`config.mk`:
```
export PLATFORM = sky130hd
export DESIGN_NAME = seven_segment_scan_driver_top
export DESIGN_NICKNAME = d
export VERILOG_FILES = /design/src/rtl/ssd_pkg.sv /design/src/rtl/ssd_decode.sv /design/src/rtl/ssd_scan.sv /design/src/rtl/seven_segment_scan_driver_top.sv
export SDC_FILE = /design/constraint.sdc
export NUM_CORES = 1
export LEC_CHECK = 0
export BUFFER_PORTS_ARGS = -buffer_cell sky130_fd_sc_hd__buf_2
export CORE_AREA = 2 2 75 77
export CTS_BUF_LIST = sky130_fd_sc_hd__clkbuf_8
export CTS_CLUSTER_SIZE = 8
export DETAILED_ROUTE_END_ITERATION = 12
export DIE_AREA = 0 0 77 79
export PLACE_DENSITY = 0.8
export RECOVER_POWER = 100
export SKIP_LAST_GASP = 1
export SYNTH_ARGS = -nofsm -noshare
export SYNTH_HDL_FRONTEND = slang
export SYNTH_SLANG_ARGS = --single-unit
```
`constraint.sdc`:
```
create_clock -name clk_i -period 2.6 [get_ports clk_i]
set_input_delay 0.39 -clock clk_i [delete_from_list [all_inputs] [get_ports clk_i]]
set_output_delay 0.39 -clock clk_i [all_outputs]
set_load 0.01 [all_outputs]
```
`src/rtl/ssd_pkg.sv`:
```
package ssd_pkg;

  localparam int NUM_DIGITS = 4;
  localparam int SCAN_W     = (NUM_DIGITS > 1) ? $clog2(NUM_DIGITS) : 1;

  localparam logic [7:0] DP_BIT   = 8'h80;
  localparam logic [7:0] SEG_MASK = 8'h7f;

  typedef enum logic [2:0] {
    OP_TICK   = 3'd0,
    OP_SET    = 3'd1,
    OP_DP_ON  = 3'd2,
    OP_DP_OFF = 3'd3,
    OP_CLEAR  = 3'd4
  } op_e;

  // One registered item between the decode stage and the pattern store.
  typedef struct packed {
    logic       valid;
    logic [2:0] op;
    logic [1:0] digit;
    logic [7:0] glyph;
  } item_t;

endpackage

```
`src/rtl/ssd_decode.sv`:
```
module ssd_decode (
  input  logic          clk_i,
  input  logic          rst_ni,
  input  logic          in_valid_i,
  input  logic [2:0]    operation_i,
  input  logic [1:0]    digit_i,
  input  logic [7:0]    char_code_i,
  input  logic          hold_i,
  output logic          in_stall_o,
  output ssd_pkg::item_t item_o
);
  import ssd_pkg::*;

  logic       valid_q;
  logic [2:0] op_q;
  logic [1:0] digit_q;
  logic [7:0] glyph_q, glyph_d;

  // ASCII to gfedcba; anything not in the table is blank.
  always_comb begin
    unique case (char_code_i)
      8'h30:   glyph_d = 8'h3f;
      8'h31:   glyph_d = 8'h06;
      8'h32:   glyph_d = 8'h5b;
      8'h33:   glyph_d = 8'h4f;
      8'h34:   glyph_d = 8'h66;
      8'h35:   glyph_d = 8'h6d;
      8'h36:   glyph_d = 8'h7d;
      8'h37:   glyph_d = 8'h07;
      8'h38:   glyph_d = 8'h7f;
      8'h39:   glyph_d = 8'h6f;
      8'h61:   glyph_d = 8'h77;
      8'h62:   glyph_d = 8'h7c;
      8'h63:   glyph_d = 8'h39;
      8'h64:   glyph_d = 8'h5e;
      8'h65:   glyph_d = 8'h79;
      8'h2a:   glyph_d = 8'h46;
      8'h23:   glyph_d = 8'h70;
      default: glyph_d = 8'h00;
    endcase
  end

  assign in_stall_o = valid_q & hold_i;

  always_ff @(posedge clk_i or negedge rst_ni) begin
    if (!rst_ni) begin
      valid_q <= 1'b0;
    end else if (!in_stall_o) begin
      valid_q <= in_valid_i;
    end
  end

  always_ff @(posedge clk_i) begin
    if (in_valid_i && !in_stall_o) begin
      op_q    <= operation_i;
      digit_q <= digit_i;
      glyph_q <= glyph_d & SEG_MASK;
    end
  end

  assign item_o = '{valid: valid_q, op: op_q, digit: digit_q, glyph: glyph_q};

endmodule

```
`src/rtl/ssd_scan.sv`:
```
module ssd_scan (
  input  logic           clk_i,
  input  logic           rst_ni,
  input  ssd_pkg::item_t item_i,
  output logic           hold_o,
  output logic           out_valid_o,
  input  logic           out_stall_i,
  output logic [7:0]     segments_o,
  output logic [3:0]     digit_enable_o
);
  import ssd_pkg::*;

  logic [7:0]        pat_q [NUM_DIGITS];
  logic [7:0]        pat_d [NUM_DIGITS];
  logic [SCAN_W-1:0] scan_q, scan_d;
  logic [SCAN_W-1:0] didx;
  logic              dig_ok;
  logic              fire;
  logic              tick;
  logic              out_valid_q, out_valid_d;
  logic [7:0]        seg_q, seg_d;
  logic [3:0]        en_q, en_d;

  // A tick waits only while the result register holds an untaken transaction.
  assign hold_o = item_i.valid && (item_i.op == OP_TICK) && out_valid_q && out_stall_i;
  assign fire   = item_i.valid && !hold_o;
  assign dig_ok = 32'(item_i.digit) < NUM_DIGITS;
  assign didx   = SCAN_W'(item_i.digit);

  always_comb begin
    pat_d  = pat_q;
    scan_d = scan_q;
    tick   = 1'b0;
    seg_d  = seg_q;
    en_d   = en_q;
    if (fire) begin
      unique case (item_i.op)
        OP_TICK: begin
          tick  = 1'b1;
          seg_d = pat_q[scan_q];
          if (32'(scan_q) < 4) begin
            en_d = ~(4'b0001 << scan_q);
          end else begin
            en_d = 4'hf;
          end
          if (32'(scan_q) == NUM_DIGITS - 1) begin
            scan_d = '0;
          end else begin
            scan_d = scan_q + SCAN_W'(1);
          end
        end
        OP_SET: begin
          if (dig_ok) begin
            pat_d[didx] = item_i.glyph | (pat_q[didx] & DP_BIT);
          end
        end
        OP_DP_ON: begin
          if (dig_ok) begin
            pat_d[didx] = pat_q[didx] | DP_BIT;
          end
        end
        OP_DP_OFF: begin
          if (dig_ok) begin
            pat_d[didx] = pat_q[didx] & SEG_MASK;
          end
        end
        OP_CLEAR: begin
          for (int i = 0; i < NUM_DIGITS; i++) begin
            pat_d[i] = '0;
          end
        end
        default: begin
        end
      endcase
    end
    out_valid_d = tick | (out_valid_q & out_stall_i);
  end

  always_ff @(posedge clk_i or negedge rst_ni) begin
    if (!rst_ni) begin
      for (int i = 0; i < NUM_DIGITS; i++) begin
        pat_q[i] <= '0;
      end
      scan_q      <= '0;
      out_valid_q <= 1'b0;
    end else begin
      pat_q       <= pat_d;
      scan_q      <= scan_d;
      out_valid_q <= out_valid_d;
    end
  end

  always_ff @(posedge clk_i) begin
    seg_q <= seg_d;
    en_q  <= en_d;
  end

  assign out_valid_o    = out_valid_q;
  assign segments_o     = seg_q;
  assign digit_enable_o = en_q;

endmodule

```
`src/rtl/seven_segment_scan_driver_top.sv`:
```
// Multiplexed seven-segment driver for four digits. Each input transaction is one
// operation: tick, set character, decimal point on or off, or clear. Only a tick
// produces an output transaction, carrying the scanned digit's pattern (gfedcba,
// bit 7 decimal point) and its active-low enable, after which the scan moves on
// to the next digit. One transaction is accepted per cycle while input stall is
// low; an item passes an input register and then the result register, from
// which a tick's result is shown on the output until the sink takes it. Input
// stall rises only when a tick is waiting behind an output transaction that the
// sink has not yet taken.
module seven_segment_scan_driver_top (
  input  logic       clk_i,
  input  logic       rst_ni,
  input  logic       in_valid_i,
  output logic       in_stall_o,
  input  logic [2:0] operation_i,
  input  logic [1:0] digit_i,
  input  logic [7:0] char_code_i,
  output logic       out_valid_o,
  input  logic       out_stall_i,
  output logic [7:0] segments_o,
  output logic [3:0] digit_enable_o
);
  import ssd_pkg::*;

  item_t item;
  logic  hold;

  ssd_decode u_decode (
    .clk_i       (clk_i),
    .rst_ni      (rst_ni),
    .in_valid_i  (in_valid_i),
    .operation_i (operation_i),
    .digit_i     (digit_i),
    .char_code_i (char_code_i),
    .hold_i      (hold),
    .in_stall_o  (in_stall_o),
    .item_o      (item)
  );

  ssd_scan u_scan (
    .clk_i          (clk_i),
    .rst_ni         (rst_ni),
    .item_i         (item),
    .hold_o         (hold),
    .out_valid_o    (out_valid_o),
    .out_stall_i    (out_stall_i),
    .segments_o     (segments_o),
    .digit_enable_o (digit_enable_o)
  );

endmodule

```
* After elaboration in Yosys (flattened, before gate mapping)
Cells that the tools add are included.
** Word-level totals
- Register bits after elaboration :: 60
- Bits of input ports :: 17
- Output and inout port bits :: 14
- Word-level logic and storage cells :: 74
** Operators by class
- Add/sub/neg operators :: 1
- Order comparisons :: 3
- Equality and inequality tests :: 22
- Shift operators :: 1
- Muxes and demuxes :: 16
- Bitwise gates (word level) :: 7
- Reductions and logical operators :: 12
** Operators with widths (number)
- $pmux 32 s4 :: 1
- $pmux 7 s17 :: 1
- $bwmux 32 :: 3
- $eq 8x6->1 const B :: 12
- $eq 8x7->1 const B :: 5
- $mux 8 :: 5
- $bmux 8 s2 :: 2
- $demux 8 s2 :: 1
- $or 7x8->8 :: 1
- $eq 3x2->1 const B :: 2
- $ge 3x3->1 const B :: 2
- $logic_and 1x1->1 :: 6
- $not 2->3 :: 2
- $not 4->4 :: 1
- $reduce_and 2->1 :: 2
- $reduce_bool 4->1 :: 1
- $shl 1x2->4 const A :: 1
- $eq 3x1->1 const B :: 1
- $eq 3x3->1 const B :: 1
- $logic_not 3->1 :: 1
- $lt 3x1->1 const B :: 1
- $add 2x1->2 const B :: 1
- $and 1x1->1 :: 2
- $eq 2x2->1 const B :: 1
- other kinds (4) :: 6

* Logic depth before layout (Yosys ltp)
Gate-level depths: netlist (run 1).
- Depth after elaboration :: 8
- Gate-level depth with buffers :: 6
- Gate-level depth less buffers :: 4

* Hierarchy
Synthesis (run 1) repeated with hierarchy kept, for this count alone.
** Second synthesis, totals
- Cells, all modules :: 246
- Area, all modules :: 3221.8 um2
** Modules (own cells, without submodules)
- ssd_scan :: times used 1, cells an instance 149, area an instance 2265.9 um2, seq. area each 1236.2 um2
- ssd_decode :: times used 1, cells an instance 97, area an instance 955.9 um2, seq. area each 385.4 um2

* Worst setup path after synthesis (run 1)
OpenSTA, ideal clock, no wires.
- Kind :: reg2reg
- Start point :: register u_decode.op_q[1]
- End point :: register u_scan.scan_q[0]
- Library setup time :: 125 ps
- Arrival time :: 1900 ps
- Required time :: 2475 ps
- Slack :: 575 ps
- Cell stages (with the launch flop) :: 4
- Path buffers :: 0
- Clock period less this slack :: 2025 ps
- Cells stage by stage :: edfxtp_1 or4b_1 a21oi_2 mux2_2
** Between the ends
- Longest elaborated chain between the ends :: 7
** Ends and longest elaborated chain
- from (decl) :: line ssd_decode.sv:15 : logic [2:0] op_q;
- from (signal assigned) :: line ssd_decode.sv:55 : op_q <= operation_i;
- $logic_not 3->1 (*) :: line ssd_scan.sv:25, ssd_scan.sv:37
- $logic_and 1x1->1 (3 in a row) :: line ssd_scan.sv:25 : assign hold_o = item_i.valid && (item_i.op == OP_TICK) && out_valid_q && out_stall_i;
- $logic_not 1->1 :: line ssd_scan.sv:26 : assign fire = item_i.valid && !hold_o;
- $logic_and 1x1->1 :: line ssd_scan.sv:26
- $reduce_and 2->1 (no source line) (*)
- to (signal assigned) :: line ssd_scan.sv:88 : scan_q <= scan_d;
- to (decl) :: line ssd_scan.sv:15 : logic [SCAN_W-1:0] scan_q, scan_d;
Mark *: on every way between the ends. The rest lies on a longest branch, timed or not.
A chain may end at the register's enable or synchronous reset.

* Worst setup path in the final report (run 1)
- Start point :: register u_decode.op_q[1]
- End point :: output port in_stall_o
** Between the ends
- Longest elaborated chain between the ends :: 5
** Ends and longest elaborated chain
- $logic_not 3->1 :: line ssd_scan.sv:25
- $logic_and 1x1->1 (3 in a row) :: line ssd_scan.sv:25
- $and 1x1->1 :: line ssd_decode.sv:43 : assign in_stall_o = valid_q & hold_i;
- to (decl) :: line seven_segment_scan_driver_top.sv:14 : output logic in_stall_o,
No other way between the ends.

==> flow_metrics.tcl, run 1 <==
set metrics [dict create \
    status "finished, violations left" \
    violations "capacitance limit, slew limit" \
    post_route_cells_drive_above_1_share 0.214 \
    initial_core_util 0.581 \
    vias_per_cell 6.53 \
    postCtsSetupBuffers 0 \
    number_of_cts_inserted_buffers 9 \
    final.setup_skew_ns 0.00636 \
    hold_viol_final 0 \
    yosys_warnings 0 \
    worstPathArrival_ns 1.78 \
    route.detailed.drc 0 \
    synth_cells 236 \
    vias 2273 \
    final_antenna_net_count 0 \
    cts.sinks 60 \
    max_cap_violations 1 \
    antenna_found_initial 0 \
    power.density_cell_area_nw_per_um2 768 \
    critical_path_required_ns 2.21 \
    clk_transition_reported_paths_ns 0.07 \
    reg2reg_depth 4 \
    worst_min_delay_path_class "input port to flip-flop" \
    place_hpwl_um 4300 \
    floorplan.core_area_um2 5340 \
    endpoint_kind "output port" \
    final_cells 348 \
    die_width_um 77 \
    fin_hold_ws_ns 0.221 \
    ctsHoldBuffers 0 \
    cts-htree-levels 3 \
    post-route-min-period_ns 2.17 \
    worst_hold_path_depth 1 \
    finalSetupTns_ns 0 \
    timing.final.crit_share 0.834 \
    critical_path.startpoint_type "flip-flop" \
    synth_edf_count 24 \
    r2r_setup_slack_ns 0.51 \
    grt_pass1_wl_um 11200 \
    syn-num-nets 257 \
    dpl.cell_count 332 \
    worst_vdd_rail_ir_drop_mv 0.380 \
    source_to_sink_clock_delay_at_the_later_pin_of_the_worst_skew_pair_ns 0.34 \
    ys_seq_elements 60 \
    layout.nets 292 \
    core.rowCount 27 \
    tightest_slew_ns 1.93 \
    ys_seq_area_frac 0.523 \
    grt_overflow_total 0 \
    drt_wl_total_um 6540 \
    clk_root_buffer_cell "clkbuf_8" \
    achievable-frequency_mhz 461 \
    power.leakage_nw 1.43 \
    synth_top_area_cell "dfrtp_1" \
    synth.area.top_cells "dfrtp_1 29%, edfxtp_1 23%, a22o_1 10%, mux4_2 10%, mux4_1 1.7%" \
    die_y_um 79 \
    maximum_root_to_sink_buffer_count 2 \
    grtUsageTotal 0.239 \
    final_cell_mix "37 x a22o_1, 36 x dfrtp_1, 24 x edfxtp_1" \
    synth_ff_type "dfrtp_1" \
    hp-start "operation_i[0]" \
    cts_tree "built" \
    synth.avg_cell_area_um2 13.1 \
    mappedNetlistArea_um2 3100 \
    maxSlewHeadroom -0.285 \
    timing.rr.start "u_decode.op_q[1]" \
    floorplan.die_area_um2 6080 \
    post_cts_resize_count 0 \
    netlist-cell-type-count 51 \
    mostFrequentLayoutCell "a22o_1" \
    globalplace.congestion 0.824 \
    port_buffers 30 \
    yosysTopAreaCellShare 0.290 \
    setup_viol 0 \
    pin_count_of_the_biggest_net_entering_global_routing 37 \
    critPathKind "flip-flop to output port" \
    min_delay_worst_endpoint "u_decode.op_q[0]" \
    first_pass_iters 4 \
    num_ports 31 \
    detailed_router_s_first_iteration_violation_count 200 \
    async_sr_flop_fraction 0.600 \
    grt_pass1_vias 2276 \
    area_growth_pct 14.4 \
    rsz0062_at_grt "no" \
    avgRoutedWirePerCell_um 18.8 \
    diodes 0 \
    final_util 0.665 \
    worst-path-max-fanout 6 \
    maxSlewViolCount 37 \
]
## Yosys cell counts (3+ instances only)
cell type / number
dfrtp_1: 36
a22o_1: 37
buf_2: 3
edfxtp_1: 24
nor3_1: 6
nor2b_1: 4
nor2_1: 13
o21ai_1: 5
mux4_2: 14
ha_1: 4
clkbuf_1: 6
nand2b_1: 4
nand2_1: 9
inv_1: 9
o21ai_0: 8
a21oi_1: 4
o21bai_1: 3
## worst max-delay path: stages, from the launching register on
cell      delay (ns)
edfxtp_1        0.49
or4b_1          0.60
nor2_1          0.18
clkbuf_1        0.17
## metrics by stage
stage | area [µm²] | worst slack (ns) | total power, mW
after global placement | 3340 | 0.599 | 1.72
after detailed placement | 3340 | 0.560 | 1.74
final | 3550 | 0.432 | 2.73
after global routing | 3550 | 0.330 | 2.85
after CTS | 3570 | 0.411 | 2.74
after floorplan | 3100 | 0.575 | 1.60
## logic make-up (layout without fill, tap and decap cells)
kind of cell / count (synthesis) / after routing / synth area share
and+or+nand+nor: 54 / 54 / 0.109
xor gates and xnor gates: 2 / 2 / 0.00565
buffers and inverters: 21 / 61 / 0.0278
AOI/OAI and AO/OA: 78 / 78 / 0.196
adders and majority gates: 4 / 4 / 0.0161
muxes: 17 / 17 / 0.122
DFF: 60 / 60 / 0.523
## area by class of cell
class / instances / area (µm²)
Clock inverter: 7 / 115
Fill cell: 421 / 1790
Sequential cell: 60 / 1620
Clock buffer: 9 / 124
Tap cell: 72 / 90.1
Inverter: 9 / 33.8
Timing Repair Buffer: 36 / 175
Multi-Input combinational cell: 155 / 1390
## layer usage
layer  GRT usage  wire, µm
met1       0.319      2710
met2       0.381      3190
met3      0.0466       450
met4       0.116       187
met5           0         0
## worst max path at each step
stage                        startpoint          endpoint  slack [ns]  cells after the start
global route           u_decode.op_q[1]        in_stall_o        0.33                      3
detailed placement  u_decode.digit_q[0]         flip-flop        0.56                      4
finish                 u_decode.op_q[1]        in_stall_o        0.43                      3
floorplan              u_decode.op_q[1]  u_scan.scan_q[0]        0.57                      3
CTS                    u_decode.op_q[1]        in_stall_o        0.41                      3
global placement    u_decode.digit_q[0]         flip-flop        0.60                      4
## power by group
part,internal (mW),switching [mW],leakage (nW)
sequential,1.12,0.165,0.708
combinational,0.264,0.184,0.602
clock,0.632,0.365,0.115
No activity file was read; power rests on OpenSTA's default activity.
==> run 2, diff against run 1 <==
--- a/config.mk
+++ b/config.mk
@@ -6,12 +6,12 @@
 export NUM_CORES = 1
 export LEC_CHECK = 0
 export BUFFER_PORTS_ARGS = -buffer_cell sky130_fd_sc_hd__buf_2
-export CORE_AREA = 2 2 75 77
+export CORE_AREA = 2 2 79 81
 export CTS_BUF_LIST = sky130_fd_sc_hd__clkbuf_8
 export CTS_CLUSTER_SIZE = 8
 export DETAILED_ROUTE_END_ITERATION = 12
-export DIE_AREA = 0 0 77 79
-export PLACE_DENSITY = 0.8
+export DIE_AREA = 0 0 81 83
+export PLACE_DENSITY = 0.76
 export RECOVER_POWER = 100
 export SKIP_LAST_GASP = 1
 export SYNTH_ARGS = -nofsm -noshare
==> constraint.sdc (replaced) <==
create_clock -name clk_i -period 1.96 [get_ports clk_i]
set_input_delay 0.294 -clock clk_i [delete_from_list [all_inputs] [get_ports clk_i]]
set_output_delay 0.294 -clock clk_i [all_outputs]
set_load 0.01 [all_outputs]
==> flow_metrics.tcl, run 2 (synthesis gave the netlist of run 1 again) <==
set metrics [dict create \
    status "finished clean" \
    vias 2359 \
    grtUsageMet3 0.0326 \
    dpl.cell_count 349 \
    critical_path_required_ns 1.67 \
    met2_usage 0.356 \
    clk_transition_reported_paths_ns 0.07 \
    final_antenna_net_count 0 \
    placedInstanceArea_um2 3450 \
    cell_by_cell_trace_of_the_critical_path "or4b_1, nor2_2, clkbuf_2" \
    initial_core_util 0.534 \
    num_ports 31 \
    tightest_slew_ns 0.966 \
    finalSetupTns_ns 0 \
    cts_tree "built" \
    setup_viol 0 \
    place_hpwl_um 4630 \
    mostFrequentLayoutCell "a22o_1" \
    vias_per_cell 6.41 \
    layout.nets 309 \
    die_width_um 81 \
    floorplan.core_area_um2 5820 \
    max_cap_violations 0 \
    grt_overflow_total 0 \
    cts.sinks 60 \
    achievable-frequency_mhz 535 \
    timing.final.ws_setup_ns 0.0917 \
    antenna_found_initial 0 \
    worst_path_largest_cell_delay_ns 0.57 \
    post_route_cells_drive_above_1_share 0.256 \
    route.detailed.drc 0 \
    worst-path-max-fanout 3 \
    final.setup_skew_ns 0.00697 \
    global_route.peak_usage_layer "met2" \
    worst-path-buf-inv 1 \
    die_y_um 83 \
    detailed_router_s_first_iteration_violation_count 191 \
    critical_path.startpoint_type "flip-flop" \
    power.density_cell_area_nw_per_um2 951 \
    maxSlewHeadroom 0.355 \
    final_cells 368 \
    worst_vdd_rail_ir_drop_mv 0.460 \
    cts-htree-levels 3 \
    worstPathArrival_ns 1.57 \
    dpl_worst_slack_ns 0.0806 \
    clk_root_buffer_cell "clkbuf_8" \
    worst_min_delay_path_class "input port to asynchronous set/reset pin" \
    power.leakage_nw 1.50 \
    critPathKind "flip-flop to output port" \
    finalInstanceArea_um2 3660 \
    globalplace.congestion 0.900 \
    cpLargestDelayFamily "simple AND/OR/NAND/NOR gates" \
    grt_util_met1 0.282 \
    post-route-min-period_ns 1.87 \
    grt_pass1_wl_um 11100 \
    port_buffers 30 \
    ctsHoldBuffers 0 \
    maxSlewViolCount 0 \
    drt_wl_total_um 6940 \
    maximum_root_to_sink_buffer_count 2 \
    hold_viol_final 0 \
    critical_path_slowest_stage_cell "or4b_1" \
    timing.final.crit_share 0.953 \
    source_to_sink_clock_delay_at_the_later_pin_of_the_worst_skew_pair_ns 0.34 \
    floorplan.die_area_um2 6720 \
    core.rowCount 28 \
    pin_count_of_the_biggest_net_entering_global_routing 37 \
    grtUsageTotal 0.220 \
    grt_pass1_vias 2219 \
    endpoint_kind "output port" \
    final_cell_mix "37 x a22o_1, 36 x dfrtp_1, 24 x edfxtp_1" \
    rsz0062_at_grt "no" \
    area_growth_pct 17.9 \
    number_of_cts_inserted_buffers 9 \
    avgRoutedWirePerCell_um 18.9 \
    diodes 0 \
    first_pass_iters 5 \
]
==> run 2: metrics by stage <==
stage	power (mW)	hold WS (ns)	utilization
global placement	2.30	0.412	0.594
CTS	3.49	0.0589	0.629
global route	3.63	0.127	0.629
finish	3.48	0.0626	0.629
floorplan	2.13	-0.00159	-
detailed placement	2.33	0.417	0.594
==> run 2: worst register-to-register path, stage by stage, from the launching register on <==
cell      delay (ns)
edfxtp_1        0.52
clkbuf_4        0.21
mux4_2          0.49
a22o_1          0.30
a22o_1          0.23
==> run 2: what timing repair did <==
action                                  4_1_cts  5_1_grt
endpoints found under the hold margin         0        0
buffers inserted                              0        3
endpoints found under the setup margin        0        4
resized for setup                             0        1
==> run 2: power by group <==
part	internal, mW	switching [mW]	leakage (nW)
logic	0.369	0.258	0.684
clock network	0.699	0.470	0.109
registers	1.48	0.202	0.708
==> run 2: worst paths after layout <==
path / startpoint / to / slack, ns / depth (start not counted)
min: rst_ni / u_scan.scan_q[1] / 0.06 / 1
min in group clk_i: operation_i[0] / u_decode.op_q[0] / 0.13 / 1
max in group asynchronous: rst_ni / asynchronous set/reset pin / 1.35 / 1
max: u_decode.op_q[1] / in_stall_o / 0.09 / 3
max reg2reg: u_decode.digit_q[0] / flip-flop / 0.10 / 4
min reg2reg: flip-flop / flip-flop / 0.53 / 1
==> run 2: cell type report <==
type	count	area, µm²
well taps	75	93.8
fillers	482	2160
clock buffers	9	124
clock inverters	7	83.8
multi-input cells	155	1410
inverters	9	33.8
flip-flops and latches	60	1620
repair buffers	53	298
==> run 2: routing by layer <==
layer | part of all wire | wire (µm)
met5 | 0 | 0
met4 | 0.023 | 162
met3 | 0.052 | 359
met2 | 0.52 | 3610
met1 | 0.40 | 2810
